## src/rtl/core/clnws_pkg.sv

```systemverilog
// Shared types and constants for the character LCD nibble write sequencer.
// Holds the microcode word layout, step addresses and fixed timing values.
// No dependencies.
package clnws_pkg;

    localparam int PC_W = 5;

    typedef logic [PC_W-1:0] pc_t;

    localparam pc_t PC_BYTE = 5'd0;
    localparam pc_t PC_INIT = 5'd2;

    typedef enum logic [1:0] {
        OP_COMMAND  = 2'd0,
        OP_DATA     = 2'd1,
        OP_POSITION = 2'd2,
        OP_INIT     = 2'd3
    } op_t;

    typedef enum logic [1:0] {
        CFG_ENABLE_PULSE = 2'd0,
        CFG_BYTE_GAP     = 2'd1,
        CFG_LONG_CMD     = 2'd2,
        CFG_POWER_UP     = 2'd3
    } cfg_idx_t;

    typedef enum logic [1:0] {
        NIB_HI,
        NIB_LO,
        NIB_LIT
    } nib_sel_t;

    typedef enum logic {
        BYTE_REQ,
        BYTE_LIT
    } byte_sel_t;

    typedef enum logic [2:0] {
        WAIT_ZERO,
        WAIT_POWER,
        WAIT_FIRST,
        WAIT_NIBBLE,
        WAIT_BYTE
    } wait_sel_t;

    typedef struct packed {
        nib_sel_t  nib_sel;
        byte_sel_t byte_sel;
        logic [7:0] lit;
        logic      strobe;
        wait_sel_t wait_sel;
        logic      last;
    } ucode_t;

    localparam logic [15:0] INIT_WAIT_FIRST_US  = 16'd5000;
    localparam logic [15:0] INIT_WAIT_NIBBLE_US = 16'd100;

    localparam logic [9:0]  BYTE_GAP_RESET  = 10'd45;
    localparam logic [15:0] LONG_CMD_RESET  = 16'd2000;
    localparam logic [15:0] POWER_UP_RESET  = 16'd15000;

    localparam logic [7:0] CMD_FUNC_SET  = 8'h28;
    localparam logic [7:0] CMD_DISP_OFF  = 8'h08;
    localparam logic [7:0] CMD_CLEAR     = 8'h01;
    localparam logic [7:0] CMD_ENTRY     = 8'h06;
    localparam logic [7:0] CMD_DISP_ON   = 8'h0C;

endpackage

```

## src/rtl/core/clnws_urom.sv

```systemverilog
// Microcode store for the LCD nibble write sequencer.
// Maps a step address to its control word; depends on clnws_pkg.
// Steps 0..1 send one byte, steps 2..16 run the power-up initialization.
module clnws_urom
(
    input  clnws_pkg::pc_t   pc,
    output clnws_pkg::ucode_t cw
);
    import clnws_pkg::*;

    function automatic ucode_t uw(nib_sel_t ns, byte_sel_t bs, logic [7:0] lit,
                                  logic stb, wait_sel_t ws, logic lst);
        ucode_t w;
        w.nib_sel  = ns;
        w.byte_sel = bs;
        w.lit      = lit;
        w.strobe   = stb;
        w.wait_sel = ws;
        w.last     = lst;
        return w;
    endfunction

    always_comb
    begin
        unique case (pc)
            5'd0:    cw = uw(NIB_HI,  BYTE_REQ, 8'h00, 1'b1, WAIT_ZERO,   1'b0);
            5'd1:    cw = uw(NIB_LO,  BYTE_REQ, 8'h00, 1'b1, WAIT_BYTE,   1'b1);
            5'd2:    cw = uw(NIB_LIT, BYTE_REQ, 8'h00, 1'b0, WAIT_POWER,  1'b0);
            5'd3:    cw = uw(NIB_LIT, BYTE_REQ, 8'h03, 1'b1, WAIT_FIRST,  1'b0);
            5'd4:    cw = uw(NIB_LIT, BYTE_REQ, 8'h03, 1'b1, WAIT_NIBBLE, 1'b0);
            5'd5:    cw = uw(NIB_LIT, BYTE_REQ, 8'h03, 1'b1, WAIT_NIBBLE, 1'b0);
            5'd6:    cw = uw(NIB_LIT, BYTE_REQ, 8'h02, 1'b1, WAIT_NIBBLE, 1'b0);
            5'd7:    cw = uw(NIB_HI,  BYTE_LIT, CMD_FUNC_SET, 1'b1, WAIT_ZERO, 1'b0);
            5'd8:    cw = uw(NIB_LO,  BYTE_LIT, CMD_FUNC_SET, 1'b1, WAIT_BYTE, 1'b0);
            5'd9:    cw = uw(NIB_HI,  BYTE_LIT, CMD_DISP_OFF, 1'b1, WAIT_ZERO, 1'b0);
            5'd10:   cw = uw(NIB_LO,  BYTE_LIT, CMD_DISP_OFF, 1'b1, WAIT_BYTE, 1'b0);
            5'd11:   cw = uw(NIB_HI,  BYTE_LIT, CMD_CLEAR,    1'b1, WAIT_ZERO, 1'b0);
            5'd12:   cw = uw(NIB_LO,  BYTE_LIT, CMD_CLEAR,    1'b1, WAIT_BYTE, 1'b0);
            5'd13:   cw = uw(NIB_HI,  BYTE_LIT, CMD_ENTRY,    1'b1, WAIT_ZERO, 1'b0);
            5'd14:   cw = uw(NIB_LO,  BYTE_LIT, CMD_ENTRY,    1'b1, WAIT_BYTE, 1'b0);
            5'd15:   cw = uw(NIB_HI,  BYTE_LIT, CMD_DISP_ON,  1'b1, WAIT_ZERO, 1'b0);
            5'd16:   cw = uw(NIB_LO,  BYTE_LIT, CMD_DISP_ON,  1'b1, WAIT_BYTE, 1'b1);
            default: cw = uw(NIB_LIT, BYTE_REQ, 8'h00, 1'b0, WAIT_ZERO,   1'b1);
        endcase
    end

endmodule

```

## src/rtl/core/char_lcd_nibble_write_sequencer_unit.sv

```systemverilog
// Top level of the character LCD 4-bit write sequencer: request in, bus events out.
// Uses clnws_pkg and the microcode store clnws_urom.
//
//   channel | handshake           | payload
//   --------+---------------------+---------------------------------------------------
//   in      | in_valid / in_stall | operation, value, line, column
//   out     | out_valid/out_stall | nibble, register_select, strobe_res, wait_after_us, last
//   cfg     | cfg_we              | cfg_index, cfg_data
//
// One event leaves per cycle from the output register while out_stall is low; a step counter
// walks the microcode store. Byte requests run steps 0..1, initialization steps 2..16; the
// next request is taken in the cycle the final event is registered.
// Reset clears the step counter, busy flag and output valid, and loads the timing registers' defaults.
// A stalled output holds its event and the step counter waits with it.
module char_lcd_nibble_write_sequencer_unit
(
    input  logic        clk,
    input  logic        rst_n,
    input  logic        in_valid,
    output logic        in_stall,
    input  logic [1:0]  operation,
    input  logic [7:0]  value,
    input  logic        line,
    input  logic [5:0]  column,
    output logic        out_valid,
    input  logic        out_stall,
    output logic [3:0]  nibble,
    output logic        register_select,
    output logic        strobe_res,
    output logic [15:0] wait_after_us,
    output logic        last,
    input  logic        cfg_we,
    input  clnws_pkg::cfg_idx_t cfg_index,
    input  logic [15:0] cfg_data
);
    import clnws_pkg::*;

    logic        busy_reg, busy_next;
    pc_t         pc_reg, pc_next;
    logic [7:0]  byte_reg, byte_next;
    logic        rs_reg, rs_next;
    logic [9:0]  gap_reg;
    logic [15:0] long_reg;
    logic [15:0] power_reg;

    logic        out_valid_reg, out_valid_next;
    logic [3:0]  nibble_reg, nibble_next;
    logic        rs_out_reg, rs_out_next;
    logic        strobe_reg, strobe_next;
    logic [15:0] wait_reg, wait_next;
    logic        last_reg, last_next;

    ucode_t      cw;
    logic        emit;
    logic        accept;
    logic [7:0]  cur_byte;
    logic        long_cmd;
    logic [16:0] byte_wait_sum;
    logic [15:0] byte_wait;

    clnws_urom u_urom
    (
        .pc (pc_reg),
        .cw (cw)
    );

    assign emit     = busy_reg && (!out_valid_reg || !out_stall);
    assign in_stall = busy_reg && !(emit && cw.last);
    assign accept   = in_valid && !in_stall;

    assign cur_byte      = (cw.byte_sel == BYTE_LIT) ? cw.lit : byte_reg;
    assign long_cmd      = !rs_reg && (cur_byte != 8'h00) && (cur_byte <= 8'h03);
    assign byte_wait_sum = {7'd0, gap_reg} + (long_cmd ? {1'b0, long_reg} : 17'd0);
    assign byte_wait     = byte_wait_sum[16] ? 16'hFFFF : byte_wait_sum[15:0];

    always_comb
    begin
        busy_next = busy_reg;
        pc_next   = pc_reg;
        byte_next = byte_reg;
        rs_next   = rs_reg;
        if (accept)
        begin
            busy_next = 1'b1;
            pc_next   = (op_t'(operation) == OP_INIT) ? PC_INIT : PC_BYTE;
            rs_next   = (op_t'(operation) == OP_DATA);
            unique case (op_t'(operation))
                OP_POSITION: byte_next = {1'b1, line, column};
                default:     byte_next = value;
            endcase
        end
        else if (emit)
        begin
            if (cw.last)
                busy_next = 1'b0;
            else
                pc_next = pc_reg + pc_t'(1);
        end
    end

    always_comb
    begin
        out_valid_next = out_valid_reg && out_stall;
        nibble_next    = nibble_reg;
        rs_out_next    = rs_out_reg;
        strobe_next    = strobe_reg;
        wait_next      = wait_reg;
        last_next      = last_reg;
        if (emit)
        begin
            out_valid_next = 1'b1;
            rs_out_next    = rs_reg;
            strobe_next    = cw.strobe;
            last_next      = cw.last;
            unique case (cw.nib_sel)
                NIB_HI:  nibble_next = cur_byte[7:4];
                NIB_LO:  nibble_next = cur_byte[3:0];
                default: nibble_next = cw.lit[3:0];
            endcase
            unique case (cw.wait_sel)
                WAIT_POWER:  wait_next = power_reg;
                WAIT_FIRST:  wait_next = INIT_WAIT_FIRST_US;
                WAIT_NIBBLE: wait_next = INIT_WAIT_NIBBLE_US;
                WAIT_BYTE:   wait_next = byte_wait;
                default:     wait_next = 16'd0;
            endcase
        end
    end

    always_ff @(posedge clk or negedge rst_n)
    begin
        if (!rst_n)
        begin
            busy_reg      <= 1'b0;
            pc_reg        <= PC_BYTE;
            out_valid_reg <= 1'b0;
        end
        else
        begin
            busy_reg      <= busy_next;
            pc_reg        <= pc_next;
            out_valid_reg <= out_valid_next;
        end
    end

    always_ff @(posedge clk or negedge rst_n)
    begin
        if (!rst_n)
        begin
            gap_reg   <= BYTE_GAP_RESET;
            long_reg  <= LONG_CMD_RESET;
            power_reg <= POWER_UP_RESET;
        end
        else if (cfg_we)
        begin
            unique case (cfg_index)
                CFG_BYTE_GAP: gap_reg   <= cfg_data[9:0];
                CFG_LONG_CMD: long_reg  <= cfg_data;
                CFG_POWER_UP: power_reg <= cfg_data;
                default:
                begin
                end
            endcase
        end
    end

    always_ff @(posedge clk)
    begin
        byte_reg   <= byte_next;
        rs_reg     <= rs_next;
        nibble_reg <= nibble_next;
        rs_out_reg <= rs_out_next;
        strobe_reg <= strobe_next;
        wait_reg   <= wait_next;
        last_reg   <= last_next;
    end

    assign out_valid       = out_valid_reg;
    assign nibble          = nibble_reg;
    assign register_select = rs_out_reg;
    assign strobe_res      = strobe_reg;
    assign wait_after_us   = wait_reg;
    assign last            = last_reg;

`ifndef SYNTH
    a_accept_busy: assert property (@(posedge clk) disable iff (!rst_n)
        accept |=> busy_reg)
        else $error("request accepted but sequencer not busy");

    a_pc_range: assert property (@(posedge clk) disable iff (!rst_n)
        busy_reg |-> (pc_reg <= 5'd16))
        else $error("step counter left the program");

    a_wait_event: assert property (@(posedge clk) disable iff (!rst_n)
        (out_valid_reg && !strobe_reg) |-> (nibble_reg == 4'd0 && !rs_out_reg && !last_reg))
        else $error("unstrobed event other than power-up wait");
`endif

endmodule

```

## config.mk

```make
export PLATFORM = sky130hd
export DESIGN_NAME = char_lcd_nibble_write_sequencer_unit
export DESIGN_NICKNAME = d
export VERILOG_FILES = /design/src/rtl/core/clnws_pkg.sv /design/src/rtl/core/clnws_urom.sv /design/src/rtl/core/char_lcd_nibble_write_sequencer_unit.sv
export SDC_FILE = /design/constraint.sdc
export NUM_CORES = 1
export LEC_CHECK = 0
export BUFFER_PORTS_ARGS = -buffer_cell sky130_fd_sc_hd__clkbuf_2
export CAP_MARGIN = 20
export CORE_ASPECT_RATIO = 0.9
export CORE_MARGIN = 4
export CORE_UTILIZATION = 35
export DETAILED_ROUTE_END_ITERATION = 12
export PLACE_DENSITY_LB_ADDON = 0.12
export RECOVER_POWER = 50
export SETUP_SLACK_MARGIN = 0.5
export SLEW_MARGIN = 20
export SYNTH_ARGS = -nofsm -noshare
export SYNTH_HDL_FRONTEND = slang
export SYNTH_SLANG_ARGS = --single-unit
```

## constraint.sdc

```tcl
create_clock -name clk -period 3.8 [get_ports clk]
set_input_delay 0.19 -clock clk [delete_from_list [all_inputs] [get_ports clk]]
set_output_delay 0.19 -clock clk [all_outputs]
set_load 0.02 [all_outputs]
```

==> impl_metrics.csv <==
group,metric,value,unit
run_status,run_status,"finished, violations left",
run_status,violations,"max-capacitance violations, max-slew violations",
die,core-area,0.0126,mm^2
global_route,grt_max_degree,50,
die,die_area,0.0148,mm^2
clock_tree,root_buffer,"clkbuf_16",
place,routabilityCongestion,0.805,
final_layout,syn2layout_area_growth,32.6,%
detailed_routing,via_per_inst,5.14,
clock_tree,clk_pin_slew_worst_paths,0.06,ns
critical_path,slowest_stage,"dfrtp_2",
timing,setup_viol,0,
critical_path,critical_path_buf_inv_count,1,
timing,tightestPinTransition,2.65,ns
timing,period_share,0.950,
yosys,async_flop_share,0.605,
clock_tree,cts_tree,"yes",
yosys,synthCells,385,
die,initial_core_util,0.357,
place,port_buffers,64,
detailed_routing,wl,11900,um
critical_path,crit_fanout,7,
final_layout,final_net_count,566,
yosys,synth_nets,444,
timing,final_hold_viol_count,0,
yosys,yosysSeqAreaShare,0.490,
global_route,grtUsageTotal,0.164,
global_route,grt_pass1_vias,3598,
clock_tree,tritoncts.num_buffers,9,
final_layout,final_core_util,0.473,
die,row_count,39,
yosys,synth_ff_type,"edfxtp_1",
clock_tree,cts_max_level,3,
critical_path,cp_common_cell,"ha_4",
power,p_leak,2.43,nW
die,fp.dieH,116,um
final_layout,insertedDiodeCount,0,
global_route,overflow,0,
power,share_seq_of_total_power,0.349,
timing,min_period,3.61,ns
timing,fin_worst_skew,0.00646,ns
global_route,grt_pass1_wl,18800,um
yosys,synthTopCellsByArea,"edfxtp_1 21%, dfrtp_1 18%, mux2_2 12%",
power,max-vdd-ir-drop,0.000294,V
critical_path,crit_family,"compound AO/OA/AOI/OAI gates",
timing,drv_slew,50,
clock_tree,clk_latency,0.34,ns
detailed_routing,drt_iter0_drc,165,
critical_path,worstPathArrival,3.69,ns
power,pwr-share-comb,0.452,
detailed_routing,drc_errors,0,
timing,hold-worst-slack,0.0521,ns
detailed_routing,postRouteAntennaNets,0,
die,io_pins,65,
power,netSwitchingFraction,0.377,
yosys,synth.distinct_cells,65,
timing,timing.fmax,277,MHz
final_layout,layout-drive-gt1-share,0.461,
yosys,avgSynthCellArea,11.7,um^2
yosys,yosysTopAreaCell,"edfxtp_1",
die,die_x,128,um
global_route,antenna_found_initial,0,
yosys,synth-seq-cells,81,
power,p_per_area,693,mW/mm^2
detailed_routing,firstDrtPassIters,4,
detailed_routing,vias,3472,
critical_path,cp.required,3.88,ns
clock_tree,cts_buffer_depth,2,
power,p_switching,0.00156,W
run,drv_cap,1,
power,p_int,0.00258,W
yosys,synth_edf_count,32,
detailed_routing,wl_per_cell,17.5,um
timing,max_slew_margin,-0.768,
clock_tree,clock-sinks,81,
critical_path,cp_slowest_stage_delay,0.45,ns
critical_path,critPathLaunchType,"flop",
place,hpwl,8640,um
min_path,holdCritPathClass,"in -> reg",
yosys,synth_area,0.00451,mm^2
power,p_clk_frac,0.199,
yosys,synth_top_area_share,0.213,
final_layout,final_common_cell,"buf_4",
timing,rsz0062_at_grt,"true",
critical_path,worstSetupPathType,"reg -> reg",
critical_path,endpoint_kind,"flop",
yosys,yosysWarnings,0,
timing,tns,0,ns
final_layout,layout_common_cells,"60 x buf_4, 49 x mux2_2, 37 x clkbuf_2",
power,p_total,0.00414,W
critical_path,path_cells,"ha_4 > ha_4 > nor2_4 > o21a_1 > a211oi_2 > and3_4 > buf_6 > and2_4 > ha_4 > fa_2 > a211oi_2 > o21a_1 > o31ai_4 > and2_4 > and3_4 > a221o_1",
-- final timing paths --
check                                      startpoint                    endpoint  slack [ns]  cells past startpoint
worst max-delay path            pc_reg[0]$_DFFE_PN0P_  wait_after_us[1]$_DFFE_PP_        0.19                     16
worst min register to register   busy_reg$_DFFE_PN0P_         out_valid$_DFF_PN0_        0.49                      1
max in group asynchronous                       rst_n       pc_reg[0]$_DFFE_PN0P_        0.79                      3
worst max register to register  pc_reg[0]$_DFFE_PN0P_  wait_after_us[1]$_DFFE_PP_        0.19                     16
worst min-delay path                         in_valid        busy_reg$_DFFE_PN0P_        0.05                      2
min in group asynchronous                       rst_n        busy_reg$_DFFE_PN0P_        1.32                      3
-- cells in the mapped netlist, types with 5 or more instances --
cell and number:
o21a_1 5, nor2b_1 6, o21ai_0 21, ha_1 18, mux2i_1 6, and2_1 14
dfstp_2 17, inv_1 11, xnor2_1 7, mux2_2 49, nand2_1 20, clkbuf_1 7
nor2_1 14, nand2b_1 7, edfxtp_1 32, dfrtp_1 32, nand3_1 10, a21oi_1 19
-- cells by family after synthesis --
family	after synthesis	share of synthesized area
fa+ha+maj	19	0.0544
compound gates	97	0.150
xor+xnor	8	0.0155
simple gates	97	0.122
buf+inv	28	0.0333
mux	55	0.136
flops	81	0.490
-- what timing repair did --
action                                  in CTS  in global routing
endpoints found under the setup margin      16                 16
gates cloned                                 0                  0
setup buffers                               14                  7
gates resized for setup                     35                  6
hold buffers                                 1                  0
pin swaps                                   21                 10
endpoints found under the hold margin       19                  0
-- worst register-to-register path, delay by kind of cell, from the launching register on --
family / cells / cell delay, ns
DFF: 1 / 0.45
AOI/OAI and AO/OA: 6 / 1.08
and+or+nand+nor: 5 / 0.81
buffers and inverters: 1 / 0.12
adders and majority gates: 4 / 0.88
-- stage by stage --
step	cell area (um^2)	std cells	setup slack (ns)
6_report	5980	676	0.191
5_1_grt	5980	676	0.0424
4_1_cts	5940	669	0.192
3_5_place_dp	5380	638	-0.173
3_3_place_gp	5380	638	-0.118
2_1_floorplan	4660	385	0.0963
-- final cells by class --
| class | count | area [um^2] |
|---|---|---|
| well taps | 164 | 205 |
| inverters | 11 | 43.8 |
| flip-flops and latches | 81 | 2210 |
| fillers | 1174 | 6660 |
| repair buffers | 128 | 773 |
| multi-input cells | 276 | 2460 |
| clock buffers | 12 | 258 |
| clock inverters | 4 | 25.0 |
-- power groups by stage --
| stage | Clock (W) | Combinational (W) | Sequential [W] |
|---|---|---|---|
| 6_report | 0.000826 | 0.00187 | 0.00144 |
| 4_1_cts | 0.000847 | 0.00186 | 0.00145 |
| 2_1_floorplan | 0 | 0.00103 | 0.00155 |
| 5_1_grt | 0.000880 | 0.00206 | 0.00147 |
| 3_3_place_gp | 0 | 0.00173 | 0.00146 |
| 3_5_place_dp | 0 | 0.00175 | 0.00145 |
-- metal layers --
layer  vias up  part of all wire  global-route usage  wire (um)
li1       1696                 -                   -          -
met1      1697              0.50               0.235       5920
met2        68              0.45               0.257       5340
met3        11             0.039              0.0332        467
met4         0             0.010              0.0403        119
met5         -                 0                   0          0
Note: power is estimated with default switching activity, not from simulation.
